`src/hdl/arpc_pkg.sv`:
```
// shared types, constants and saturation helpers of the attitude/rate pid controller
package arpc_pkg;

  localparam int DataW   = 32;
  localparam int GainW   = 31;
  localparam int StepW   = 20;
  localparam int CfgIdxW = 3;
  localparam int DvsW    = 20;
  localparam int DivW    = 54;
  localparam int DivCntW = $clog2(DivW + 1);
  localparam int ProdW   = 65;

  // reciprocal scaling of the integral increment by 1/1000000
  localparam int HalfW      = 26;
  localparam int MagW       = 2 * HalfW;
  localparam int RaccW      = 4 * HalfW;
  localparam int RecipShift = 71;
  localparam logic [MagW-1:0] RecipUs = 52'd2361183241434823;

  // reciprocal of 5 for the feedforward limit
  localparam int RecipFiveShift = 33;
  localparam logic signed [31:0] RecipFive = 32'sd1717986919;

  localparam logic [StepW-1:0]      MinStep  = 20'd100;
  localparam logic signed [31:0]    UsPerSS  = 32'sd1000000;
  localparam logic signed [31:0]    AlphaQ16 = 32'sd45875;
  localparam logic signed [31:0]    AlphaInv = 32'sd65536 - AlphaQ16;
  localparam logic signed [33:0]    Deg180   = 34'sd11796480;
  localparam logic signed [33:0]    Deg360   = 34'sd23592960;
  localparam logic signed [31:0]    Deg20    = 32'sd1310720;

  typedef enum logic [CfgIdxW-1:0] {
    CFG_LOOP_MODE,
    CFG_GAIN_P,
    CFG_GAIN_I,
    CFG_GAIN_D,
    CFG_INT_LIM,
    CFG_DER_LIM,
    CFG_OUT_LIM,
    CFG_FF_GAIN
  } cfg_idx_e;

  typedef enum logic [4:0] {
    CMD_NOP,
    CMD_LOAD,
    CMD_ERR,
    CMD_MUL_P,
    CMD_P,
    CMD_MUL_I,
    CMD_GI,
    CMD_MUL_DT,
    CMD_INC_ABS,
    CMD_INC_PP0,
    CMD_INC_PP1,
    CMD_INC_PP2,
    CMD_INC_PP3,
    CMD_INT,
    CMD_SUM_A,
    CMD_MUL_DM,
    CMD_DIV_RATE,
    CMD_RATE,
    CMD_MUL_D,
    CMD_DRAW,
    CMD_MUL_A1,
    CMD_MUL_A2,
    CMD_FILT,
    CMD_MUL_DTG,
    CMD_MUL_F,
    CMD_FF,
    CMD_MUL_LIM,
    CMD_FFLIM,
    CMD_SUM_B,
    CMD_SUM_C,
    CMD_OUT
  } cmd_e;

  typedef enum logic [5:0] {
    ST_IDLE,
    ST_ERR,
    ST_MUL_P,
    ST_P,
    ST_MUL_I,
    ST_GI,
    ST_MUL_DT,
    ST_INC_ABS,
    ST_INC_PP0,
    ST_INC_PP1,
    ST_INC_PP2,
    ST_INC_PP3,
    ST_INT,
    ST_SUM_A,
    ST_MUL_DM,
    ST_DIV_DM,
    ST_WAIT_DM,
    ST_RATE_DM,
    ST_MUL_D,
    ST_DRAW,
    ST_MUL_A1,
    ST_MUL_A2,
    ST_FILT,
    ST_MUL_DTG,
    ST_DIV_DTG,
    ST_WAIT_DTG,
    ST_RATE_DTG,
    ST_MUL_F,
    ST_FF,
    ST_MUL_LIM,
    ST_FFLIM,
    ST_SUM_B,
    ST_SUM_C,
    ST_OUT
  } state_e;

  typedef struct packed {
    logic loop_mode;
    logic div_done;
    logic out_busy;
  } dp_stat_t;

  function automatic logic signed [31:0] sat32(input logic signed [65:0] v);
    if (v > 66'sd2147483647) return 32'sh7FFFFFFF;
    else if (v < -66'sd2147483648) return 32'sh80000000;
    else return signed'(v[31:0]);
  endfunction

  function automatic logic signed [31:0] limit31(input logic signed [65:0] v,
                                                 input logic [GainW-1:0] l);
    logic signed [65:0] lp;
    logic signed [65:0] ln;
    lp = signed'({35'd0, l});
    ln = -lp;
    if (v > lp) return signed'(lp[31:0]);
    else if (v < ln) return signed'(ln[31:0]);
    else return signed'(v[31:0]);
  endfunction

  // q16.16 product back to q16.16, floor, saturated
  function automatic logic signed [31:0] gain_sat(input logic signed [ProdW-1:0] p);
    logic signed [ProdW-1:0] s;
    s = p >>> 16;
    return sat32(66'(s));
  endfunction

endpackage

```
`src/hdl/arpc_ctrl.sv`:
```
// sequencer that walks the datapath through one control step
module arpc_ctrl
  import arpc_pkg::*;
(
  input  logic     clk_i,
  input  logic     rst_ni,
  input  logic     in_valid_i,
  output logic     in_ready_o,
  input  dp_stat_t stat_i,
  output cmd_e     cmd_o
);

  state_e state_q, state_d;

  always_ff @(posedge clk_i or negedge rst_ni) begin
    if (!rst_ni) state_q <= ST_IDLE;
    else         state_q <= state_d;
  end

  always_comb begin
    state_d    = state_q;
    cmd_o      = CMD_NOP;
    in_ready_o = 1'b0;
    unique case (state_q)
      ST_IDLE: begin
        in_ready_o = 1'b1;
        if (in_valid_i) begin
          cmd_o   = CMD_LOAD;
          state_d = ST_ERR;
        end
      end
      ST_ERR:      begin cmd_o = CMD_ERR;     state_d = ST_MUL_P;   end
      ST_MUL_P:    begin cmd_o = CMD_MUL_P;   state_d = ST_P;       end
      ST_P:        begin cmd_o = CMD_P;       state_d = ST_MUL_I;   end
      ST_MUL_I:    begin cmd_o = CMD_MUL_I;   state_d = ST_GI;      end
      ST_GI:       begin cmd_o = CMD_GI;      state_d = ST_MUL_DT;  end
      ST_MUL_DT:   begin cmd_o = CMD_MUL_DT;  state_d = ST_INC_ABS; end
      ST_INC_ABS:  begin cmd_o = CMD_INC_ABS; state_d = ST_INC_PP0; end
      ST_INC_PP0:  begin cmd_o = CMD_INC_PP0; state_d = ST_INC_PP1; end
      ST_INC_PP1:  begin cmd_o = CMD_INC_PP1; state_d = ST_INC_PP2; end
      ST_INC_PP2:  begin cmd_o = CMD_INC_PP2; state_d = ST_INC_PP3; end
      ST_INC_PP3:  begin cmd_o = CMD_INC_PP3; state_d = ST_INT;     end
      ST_INT:      begin cmd_o = CMD_INT;     state_d = ST_SUM_A;   end
      ST_SUM_A: begin
        cmd_o   = CMD_SUM_A;
        state_d = stat_i.loop_mode ? ST_MUL_DM : ST_OUT;
      end
      ST_MUL_DM:   begin cmd_o = CMD_MUL_DM;   state_d = ST_DIV_DM;  end
      ST_DIV_DM:   begin cmd_o = CMD_DIV_RATE; state_d = ST_WAIT_DM; end
      ST_WAIT_DM:  if (stat_i.div_done) state_d = ST_RATE_DM;
      ST_RATE_DM:  begin cmd_o = CMD_RATE;     state_d = ST_MUL_D;   end
      ST_MUL_D:    begin cmd_o = CMD_MUL_D;    state_d = ST_DRAW;    end
      ST_DRAW:     begin cmd_o = CMD_DRAW;     state_d = ST_MUL_A1;  end
      ST_MUL_A1:   begin cmd_o = CMD_MUL_A1;   state_d = ST_MUL_A2;  end
      ST_MUL_A2:   begin cmd_o = CMD_MUL_A2;   state_d = ST_FILT;    end
      ST_FILT:     begin cmd_o = CMD_FILT;     state_d = ST_MUL_DTG; end
      ST_MUL_DTG:  begin cmd_o = CMD_MUL_DTG;  state_d = ST_DIV_DTG; end
      ST_DIV_DTG:  begin cmd_o = CMD_DIV_RATE; state_d = ST_WAIT_DTG; end
      ST_WAIT_DTG: if (stat_i.div_done) state_d = ST_RATE_DTG;
      ST_RATE_DTG: begin cmd_o = CMD_RATE;     state_d = ST_MUL_F;   end
      ST_MUL_F:    begin cmd_o = CMD_MUL_F;    state_d = ST_FF;      end
      ST_FF:       begin cmd_o = CMD_FF;       state_d = ST_MUL_LIM; end
      ST_MUL_LIM:  begin cmd_o = CMD_MUL_LIM;  state_d = ST_FFLIM;   end
      ST_FFLIM:    begin cmd_o = CMD_FFLIM;    state_d = ST_SUM_B;   end
      ST_SUM_B:    begin cmd_o = CMD_SUM_B;    state_d = ST_SUM_C;   end
      ST_SUM_C:    begin cmd_o = CMD_SUM_C;    state_d = ST_OUT;     end
      ST_OUT: begin
        if (!stat_i.out_busy) begin
          cmd_o   = CMD_OUT;
          state_d = ST_IDLE;
        end
      end
      default: state_d = ST_IDLE;
    endcase
  end

endmodule

```
`config.mk`:
```
export PLATFORM = sky130hd
export DESIGN_NAME = arpc_ctrl
export DESIGN_NICKNAME = d
export VERILOG_FILES = /design/src/hdl/arpc_pkg.sv /design/src/hdl/arpc_ctrl.sv
export SDC_FILE = /design/constraint.sdc
export NUM_CORES = 1
export LEC_CHECK = 0
export ABC_AREA = 1
export BUFFER_PORTS_ARGS = -buffer_cell sky130_fd_sc_hd__buf_2
export CAP_MARGIN = 20
export CORE_UTILIZATION = 51
export DETAILED_ROUTE_END_ITERATION = 12
export PLACE_DENSITY = 0.75
export SYNTH_ARGS = -nofsm -noshare
export SYNTH_HDL_FRONTEND = slang
export SYNTH_SLANG_ARGS = --single-unit
```
`constraint.sdc`:
```
create_clock -name clk_i -period 1.42 [get_ports clk_i]
set_input_delay 0.284 -clock clk_i [delete_from_list [all_inputs] [get_ports clk_i]]
set_output_delay 0.284 -clock clk_i [all_outputs]
set_load 0.02 [all_outputs]
```
==> metrics.txt, run 1 <==
Port Buffers 11; Synth top cells by count nand2_1 (53), nor2_1 (29), nand3_1 (25); post-cts resize count 55; Post-synth ARST share 1.00; RePlAce Congestion 0.982; clk sinks 6; die width 43.6 um; row cnt 14; post-synth top area share 0.226; #FFs+latches synth 6; Seq/Total Area, Yosys 0.170; Exit stage clock tree synthesis; Post-Syn Area 881 sq um; largest area contributor in the netlist nand2_1; most numerous cell in the Yosys netlist nand2_1; total CTS buffers 3; clock root buffer clkbuf_4; syn nets between 150 and 200; Top FF cell, synth dfrtp_1; CTS hold repair buffers 1; Post-synth EDFFs 0; status did not finish; hpwl dp 2.62 mm; die height 43.6 um; Synth Instances 163; placed cell count 225; I/O pins 12; Initial Utilization 0.565; Max Root-Sink Buffers 2; largest cells by area after synthesis nand2_1 (23%), dfrtp_1 (17%), nand3_1 (14%), nor2_1 (12%), inv_1 (6.8%); First Err [ERROR DPL-0033] detailed placement checks failed during check placement.; Cell variety after synth 22; synth warn 0; setup repair bufs after CTS 9; mean post-synth cell area 5.40 sq um; H-tree Lvls 1
-- logic make-up after synthesis --
family | after synthesis | synth area share
AND/OR/NAND/NOR | 125 | 0.661
buffers and inverters | 21 | 0.0966
AO/OA/AOI/OAI | 11 | 0.0724
flip-flops | 6 | 0.170
-- metrics by stage --
| stage | area (sq um) | hold slack, ns | worst slack, ns |
|---|---|---|---|
| detailed placement | 1270 | 0.119 | -0.275 |
| floorplan | 922 | -0.0116 | -0.0971 |
| global placement | 1270 | 0.110 | -0.255 |
==> run 2: changes to the inputs <==
--- a/config.mk
+++ b/config.mk
@@ -8,9 +8,10 @@
 export ABC_AREA = 1
 export BUFFER_PORTS_ARGS = -buffer_cell sky130_fd_sc_hd__buf_2
 export CAP_MARGIN = 20
-export CORE_UTILIZATION = 51
+export CORE_AREA = 2 2 63 65
 export DETAILED_ROUTE_END_ITERATION = 12
-export PLACE_DENSITY = 0.75
+export DIE_AREA = 0 0 65 67
+export PLACE_DENSITY_LB_ADDON = 0.15
 export SYNTH_ARGS = -nofsm -noshare
 export SYNTH_HDL_FRONTEND = slang
 export SYNTH_SLANG_ARGS = --single-unit
==> constraint.sdc (replaced) <==
create_clock -name clk_i -period 1.8 [get_ports clk_i]
set_input_delay 0.36 -clock clk_i [delete_from_list [all_inputs] [get_ports clk_i]]
set_output_delay 0.36 -clock clk_i [all_outputs]
set_load 0.02 [all_outputs]
==> run 2 against run 1 <==
Synthesized cell count stayed put. The flow now finishes, with violations (negative setup slack). Area after synthesis unchanged.
==> metrics.txt, run 2 <==
largest area contributor in the netlist nand2_1; maximum VDD drop between 0.4 and 0.5 mV; Final setup viols 5; synth warn 0; Tot Pwr 2740 uW; total CTS buffers 3; Max Root-Sink Buffers 2; CP startpoint kind flip-flop; largest cells by area after synthesis nand2_1 (23%), dfrtp_1 (17%), nand3_1 (14%), nor2_1 (12%), inv_1 (6.8%); Initial Utilization 0.244; Final Max Slew Viols 0; met3 Resource Use GR 0.0236; antenna violations before repair 0; Port Buffers 11; H-tree Lvls 1; #FFs+latches synth 6; syn nets 169; CP max stage cell dfrtp_2; RePlAce Congestion 0.875; clk_lat worst skew 0.22 ns; largest net degree at the start of global routing 13; top flop regs state_q: 6 flops; via density per instance 4.96; Post-Syn Area 881 sq um; Post-synth EDFFs 0; die height around 67 um; Cell variety after synth 22; reg2reg end state_q[1]$_DFFE_PN0P_; number of remaining DRC errors 0; crit path cell chain inv_1, nand2_1, o21ai_0, nand2_1, nand2_1, nor2_1, nand3_1, buf_4; routed vias 1314; drt pass-1 iters 4; Worst setup EP type primary output; layer with the highest usage met2; layout cells sized above 1 0.521; P_leak 0.000854 uW; hpwl dp 2.67 mm; Final Hold Fails 0; failing checks negative setup slack; post-synth top area share 0.226; ANT nets after route 0; Clock Skew 0.00247 ns; clock root buffer clkbuf_8; reg2reg start state_q[2]$_DFFE_PN0P_; max reg flops 6; Final Worst Setup Slack -0.149 ns; Synth Instances around 160; CP delay by family, top flip-flops; Most common cell on crit path nand2_1; clk slew on worst S/H paths 0.04 ns; Max-Cap Viols 0; DP Area 0.00117 sq mm; CTS tree built; routed length per instance 14.2 um; most frequent cells in the layout nand2_1 (38), buf_4 (34), nand3_1 (21); Seq/Total Area, Yosys 0.170; Final Cell Area 0.00158 sq mm; Top FF cell, synth dfrtp_1; f_max slightly above 500 MHz; clk sinks 6; status finished with violations; total track usage 0.169; Synth top cells by count nand2_1 (53), nor2_1 (29), nand3_1 (25); final WL 3.77 mm; PwrDens 1730 mW/mm^2; Nets roughly 230; Tcrit/Tclk final 1.08; Post-synth ARST share 1.00; Die Footprint 0.00436 sq mm; core area 0.00361 sq mm; routing usage on met1 0.196; number of diodes 0; worst-margin pin slew between 0.2 and 0.25 ns; Initial DRC Count 89; WP data arrival 1.59 ns; leading cell type in the layout, fill and taps excluded nand2_1; critical path peak fanout 4; Worst R2R Path Depth 9; mean post-synth cell area 5.40 sq um; Worst path max stage delay between 0.4 and 0.5 ns; row cnt 22; die width 65 um; area delta synth->final 79.7%; class of the worst hold path in2async; most numerous cell in the Yosys netlist nand2_1; Critical path buffers and inverters 2; Final Critical Period 1.95 ns; Slew HR 0.847; vias in the first global route 1261; gr ovfl total 0; first-pass GRT wire length 5.62 mm; setup TNS -0.697 ns; CP required 1.44 ns; Crit Path Class reg2out; Top reg by flops state_q; FF-to-FF setup slack 0.20 ns; I/O pins 12; RSZ-0062 raised after global routing true; grt met2 use 0.304
==> run 2: worst max-delay path by stage <==
stage | start | endpoint | cells past startpoint
final | state_q[2]$_DFFE_PN0P_ | cmd_o[4] | 8
after global routing | state_q[3]$_DFFE_PN0P_ | cmd_o[3] | 9
after CTS | state_q[0]$_DFFE_PN0P_ | cmd_o[0] | 8
after detailed placement | state_q[0]$_DFFE_PN0P_ | cmd_o[4] | 8
after global placement | state_q[0]$_DFFE_PN0P_ | cmd_o[2] | 8
after floorplan | state_q[2]$_DFFE_PN0P_ | cmd_o[4] | 7
==> run 2: per-stage QoR <==
step	worst slack, ns	util	cells	hold slack [ns]
6_report	-0.149	0.439	265	0.488
3_5_place_dp	-0.0214	0.325	245	0.194
5_1_grt	-0.240	0.439	265	0.521
4_1_cts	-0.156	0.379	254	0.487
3_3_place_gp	-0.0422	0.325	245	0.191
2_1_floorplan	0.140	-	163	0.0644
==> run 2: cell families (layout without fill, tap and decap cells) <==
group	Yosys count	count (layout)	synth area share
AOI/OAI and AO/OA	11	11	0.0724
buffers and inverters	21	75	0.0966
DFF	6	6	0.170
and+or+nand+nor	125	125	0.661
==> run 2: what timing repair did <==
action	in CTS	in global routing
gates cloned	0	1
hold buffers	1	0
resized for setup	35	36
setup buffers	5	10
hold endpoints to repair	6	0
pin swaps	11	12
endpoints found under the setup margin	5	6
==> run 2: power by group <==
group / switching (uW) / total, uW / internal, uW / leakage (uW)
Clock: 54.9 / 198 / 143 / 0.0000216
Sequential: 95.7 / 296 / 201 / 0.0000708
Combinational: 1200 / 2250 / 1040 / 0.000761
Total: 1350 / 2740 / 1390 / 0.000854
==> run 2: area by class of cell <==
| type | instances | area, sq um |
|---|---|---|
| Timing Repair Buffer | 53 | 433 |
| Tap cell | 48 | 60.1 |
| Multi-Input combinational cell | 136 | 816 |
| Fill cell | 358 | 2020 |
| Sequential cell | 6 | 156 |
| Clock buffer | 3 | 41.3 |
| Inverter | 19 | 76.3 |
==> run 2: metal layers <==
| metal | part of all wire | vias up |
|---|---|---|
| li1 | - | 633 |
| met4 | 0.046 | 0 |
| met2 | 0.50 | 66 |
| met3 | 0.067 | 20 |
| met5 | 0 | - |
| met1 | 0.38 | 595 |
Note: power is estimated with default switching activity, not from simulation.
==> run 3: changes to the inputs <==
--- a/config.mk
+++ b/config.mk
@@ -5,7 +5,7 @@
 export SDC_FILE = /design/constraint.sdc
 export NUM_CORES = 1
 export LEC_CHECK = 0
-export ABC_AREA = 1
+export ABC_AREA = 0
 export BUFFER_PORTS_ARGS = -buffer_cell sky130_fd_sc_hd__buf_2
 export CAP_MARGIN = 20
 export CORE_AREA = 2 2 63 65
==> run 3 against run 2 <==
The flow still finishes with violations (negative setup slack). Combinational power is 12% lower. Core utilization decreased by 9.3 points. Wire length down 28%. Sequential cell count did not move. Via count down 29%. Register-to-register slack lost 0.23 ns. Sequential share of layout area up 2.2 points. Clock skew about the same. Clock power is 2% lower. Critical path type unchanged. Critical endpoint is now cmd_o[0].
==> metrics.txt, run 3 <==
status finished with violations; failing checks negative setup slack; Max-Cap Viols 0; drt pass-1 iters 4; I/O pins 12; hold slack ~0.50 ns; most numerous cell in the Yosys netlist nand2_1; clk slew on worst S/H paths 0.04 ns; reg2reg start state_q[1]$_DFFE_PN0P_; CP startpoint kind flip-flop; Post-Syn Area 747 sq um; Slew HR 0.822; synth warn 0; Clock Skew 0.00288 ns; Worst path max stage delay 0.42 ns; crit path cell chain or3_4, or2_4, o21ai_2, mux2_4, buf_6; via density per instance 4.91; clock root buffer clkbuf_8; CP Launch Point state_q[2]$_DFFE_PN0P_; largest area contributor in the netlist dfrtp_1; Synth Area in Adders 0; xor and xnor area share after synthesis 0.0235; Crit Path Class reg2out; layout cells sized above 1 0.489; H-tree Lvls 1; largest family of logic cells by synthesized area simple AND/OR/NAND/NOR gates; CP max stage cell dfrtp_2; die width 65 um; gr ovfl total 0; clk sinks 6; Tot Pwr between 2000 and 2500 uW; die height 67 um; worst-margin pin slew 0.267 ns; post-synth top area share 0.201; core area 0.00361 sq mm; pre-CTS setup slack -0.0542 ns; Synth Area in Compound Gates 0.295; critical path peak fanout 5; Synth top cells by count nand2_1 (10), nor2_1 (9), buf_2 (7), nand2b_1 (7); antenna violations before repair 0; max reg flops 6; Final Critical Period 2.00 ns; final WL 2.73 mm; Final Cell Area 0.00125 sq mm; Worst setup EP type primary output; CP required 1.44 ns; ANT nets after route 0; Top reg by flops state_q; leading cell type in the layout, fill and taps excluded buf_4; DP Area between 0.001 and 0.0015 sq mm; routed length per instance 14.4 um; Initial Utilization 0.207; total track usage 0.134; first-pass GRT wire length roughly 4.5 mm; Cell variety after synth 39; area delta synth->final 67.2%; clk_lat worst skew 0.22 ns; WP data arrival around 1.6 ns; Top FF cell, synth dfrtp_1; Final Worst Setup Slack -0.198 ns; Initial DRC Count 60; total CTS buffers 3; Die Footprint 0.00436 sq mm; maximum VDD drop 0.427 mV; CTS tree built; class of the worst hold path in2async; Synth Instances 105; Final Max Slew Viols 0; Final Hold Fails 0; f_max 500 MHz; number of remaining DRC errors 0; Seq/Total Area, Yosys 0.201; PwrDens 1950 mW/mm^2; row cnt 22; Nets 149; top flop regs state_q: 6 flops; most frequent cells in the layout buf_4 (33), nand2_1 (9), nand2b_1 (7), nor2_1 (7); largest cells by area after synthesis dfrtp_1 (20%), nand2b_1 (5.9%), nand2_1 (5.0%), nor2b_1 (5.0%), buf_2 (4.7%); Max Root-Sink Buffers 2; Simple-Gate Fraction of Synth Area 0.358; RePlAce Congestion 0.857; CP delay by family, top simple AND/OR/NAND/NOR gates; Port Buffers 11; RSZ-0062 raised after global routing true; largest net degree at the start of global routing 16; Post-synth EDFFs 0; #FFs+latches synth 6; syn nets between 100 and 150; hpwl dp ~2.1 mm; Non-Filler Instances approximately 190; P_leak 0.000539 uW; mux cell area share after synthesis 0.0302; Post-synth ARST share 1.00; placed cell count between 150 and 200; mean post-synth cell area 7.11 sq um; number of diodes 0; vias in the first global route roughly 1000; Final setup viols 7; routed vias 928; Critical path buffers and inverters 1; Tcrit/Tclk final 1.11
run 3: cell count changes in the layout (fill, tap and decap cells not counted), sizes merged, moves of 3 or more:
cell    change
a21oi       +3
a31oi       +3
buf         -8
inv        -17
nand2      -44
nand2b      +7
nand3      -27
nor2       -27
nor2b       +6
o22ai       +3
or3         +4
run 3: metal layers:
| metal | vias up | track usage | wire length [um] | part of all wire |
|---|---|---|---|---|
| li1 | 457 | - | - | - |
| met1 | 447 | 0.157 | 1220 | 0.45 |
| met2 | 18 | 0.253 | 1380 | 0.51 |
| met3 | 6 | 0.0203 | 81 | 0.030 |
| met4 | 0 | 0.0346 | 51 | 0.019 |
| met5 | - | 0 | 0 | 0 |
run 3: cells by family after synthesis:
logic type,count (synthesis)
compound gates,32
flops,6
xor+xnor,2
simple gates,49
buf+inv,14
mux,2
run 3: layout make-up:
| type | count | area [sq um] |
|---|---|---|
| fillers | 405 | 2360 |
| multi-input cells | 85 | 627 |
| repair buffers | 45 | 362 |
| flip-flops and latches | 6 | 151 |
| well taps | 48 | 60.1 |
| inverters | 2 | 7.51 |
| clock buffers | 3 | 41.3 |
run 3: final timing paths:
path	end	slack, ns	cells past startpoint
setup / recovery	cmd_o[0]	-0.20	5
max in group asynchronous	state_q[2]$_DFFE_PN0P_	1.15	2
min in group clk_i	state_q[5]$_DFFE_PN0P_	0.54	3
hold / removal	state_q[1]$_DFFE_PN0P_	0.50	2
hold reg to reg	state_q[3]$_DFFE_PN0P_	0.70	3
setup reg to reg	state_q[0]$_DFFE_PN0P_	-0.03	4
run 3: report_power, final:
part / leakage (uW) / switching [uW] / internal [uW]
logic: 0.000443 / 1000 / 986
clock network: 0.0000216 / 50.6 / 143
registers: 0.0000745 / 58.6 / 196
total: 0.000539 / 1110 / 1330
run 3: what timing repair did:
action	4_1_cts	5_1_grt
setup buffers	1	2
resized for setup	16	10
hold endpoints to repair	6	0
endpoints found under the setup margin	6	7
pin swaps	8	1
hold buffers	1	0
gates cloned	0	0
run 3: per-stage QoR:
stage	utilization	TNS, ns
after floorplan	-	-0.0641
after global placement	0.294	-0.0496
after detailed placement	0.294	-0.0840
after CTS	0.327	-0.899
after global routing	0.346	-1.41
final	0.346	-0.983
run 3: worst register-to-register path, delay by kind of cell, from the launching register on:
family	cells	cell delay, ns
and+or+nand+nor	3	0.97
DFF	1	0.42
muxes	1	0.32
==> run 4: changes to the inputs <==
--- a/config.mk
+++ b/config.mk
@@ -11,7 +11,7 @@
 export CORE_AREA = 2 2 63 65
 export DETAILED_ROUTE_END_ITERATION = 12
 export DIE_AREA = 0 0 65 67
-export PLACE_DENSITY_LB_ADDON = 0.15
+export PLACE_DENSITY = 0.38
 export SYNTH_ARGS = -nofsm -noshare
 export SYNTH_HDL_FRONTEND = slang
 export SYNTH_SLANG_ARGS = --single-unit
==> run 4 against run 3 <==
The run still ends with negative setup slack left. Design area increased by 2.5%. Wire length decreased by 4.5%. Sequential power increased by 6%. Clock-buffer cell count unchanged. Worst hold slack got worse by 0.011 ns. Sequential share of layout area decreased by 0.30 points. Total power increased by 4.2%. Critical endpoint is now cmd_o[2].
==> metrics.txt, run 4 (synthesis gave the netlist of run 3 again) <==
hpwl dp 1.99 mm; Tcrit/Tclk final 1.12; WP data arrival between 1.5 and 2 ns; Initial DRC Count 33; class of the worst hold path in2async; antenna violations before repair 0; Port Buffers 11; Final Hold Fails 0; I/O pins 12; CP startpoint kind flip-flop; final WL 2.61 mm; Setup crit end cmd_o[2]; placed cell count 177; top flop regs state_q: 6 flops; die width 65 um; clock root buffer clkbuf_8; Final Max Slew Viols 0; via density per instance 4.84; PwrDens 1980 mW/mm^2; number of diodes 0; reg2reg end state_q[0]$_DFFE_PN0P_; hold slack 0.485 ns; Worst setup EP type primary output; RSZ-0062 raised after global routing true; worst-margin pin slew 0.280 ns; H-tree Lvls 1; Crit Path Class reg2out; critical path peak fanout 5; most frequent cells in the layout buf_4 (31), nand2_1 (8), nor2_1 (7), buf_6 (7); Final Critical Period between 2 and 2.5 ns; total CTS buffers 3; Final Util 0.355; core area 0.00361 sq mm; FILL cells 387; FF-to-FF setup slack about 0.02 ns; Die Footprint roughly 0.0044 sq mm; Tot Pwr roughly 2500 uW; Top reg by flops state_q; area delta synth->final 71.4%; layout cells sized above 1 0.528; largest net degree at the start of global routing 17; leading cell type in the layout, fill and taps excluded buf_4; CP Launch Point state_q[1]$_DFFE_PN0P_; f_max ~500 MHz; Worst R2R Path Depth 4; status finished with violations; gr ovfl total 0; first-pass GRT wire length approximately 4.2 mm; row cnt 22; die height 67 um; Max Root-Sink Buffers 2; max reg flops 6; Non-Filler Instances 190; clk slew on worst S/H paths 0.04 ns; area taken by multi-input logic gates roughly 650 sq um; CTS tree built; CP required 1.44 ns; Max-Cap Viols 0; failing checks negative setup slack; vias in the first global route 927; Initial Utilization 0.207; P_leak 0.000559 uW; register area 151 sq um; number of remaining DRC errors 0; setup TNS -0.978 ns; Final Worst Setup Slack -0.209 ns; drt pass-1 iters 4; Clock Skew around 0.0024 ns; RePlAce Congestion about 0.8; maximum VDD drop roughly 0.45 mV; Nets 150; Final setup viols 6; clk sinks 6; total track usage 0.127; ANT nets after route 0; clk_lat worst skew roughly 0.23 ns; routed vias 919; Slew HR 0.812; routed length per instance 13.7 um; reg2reg start state_q[2]$_DFFE_PN0P_
## run 4: changes by cell type in the layout (fill, tap and decap cells not counted), moves of 2 or more
cell	change
buf_4	-2
buf_6	+4
nand2b_1	-3
nand2b_4	+3
## run 4: critical path, cell delays in order, from the launching register on
cell and delay, ns:
dfrtp_1 0.41, buf_6 0.14, buf_4 0.12, nand2_1 0.09, a211oi_1 0.18, a31oi_1 0.09
o221ai_2 0.21, buf_4 0.17
## run 4: layout make-up
cell class              instances  area share
multi-input cells              85       0.506
flip-flops and latches          6       0.118
repair buffers                 46       0.290
well taps                      48      0.0469
clock buffers                   3      0.0323
inverters                       2     0.00587
## run 4: worst min path at each step
stage	start	endpoint	slack [ns]	depth (start not counted)
final	rst_ni	state_q[3]$_DFFE_PN0P_	0.49	2
after floorplan	rst_ni	state_q[0]$_DFFE_PN0P_	0.06	0
after global routing	rst_ni	state_q[3]$_DFFE_PN0P_	0.51	2
after CTS	rst_ni	state_q[3]$_DFFE_PN0P_	0.48	2
after detailed placement	rst_ni	state_q[0]$_DFFE_PN0P_	0.19	1
after global placement	rst_ni	state_q[0]$_DFFE_PN0P_	0.19	1
## run 4: repair_timing
item / CTS / global route
pin swaps: 9 / 4
hold endpoints to repair: 6 / 0
hold buffers: 1 / 0
setup endpoints to repair: 6 / 7
setup buffers: 2 / 7
gates resized for setup: 22 / 12
## run 4: per-layer routing
layer  global-route usage  vias up  part of all wire
met4               0.0665        0             0.022
met3              0.00507        6             0.019
met5                    0        -                 0
met2                0.236       16              0.53
li1                     -      461                 -
met1                0.146      436              0.43
## run 4: where the power goes
part	switching [uW]	total (uW)	internal [uW]
combinational	1010	2070	1060
clock	60.7	205	144
sequential	74.3	270	196
## run 4: through the flow
step | setup slack, ns | instance area (sq um)
2_1_floorplan | -0.0641 | 769
3_3_place_gp | -0.0453 | 1020
5_1_grt | -0.342 | 1280
3_5_place_dp | -0.0440 | 1020
6_report | -0.209 | 1280
4_1_cts | -0.217 | 1170
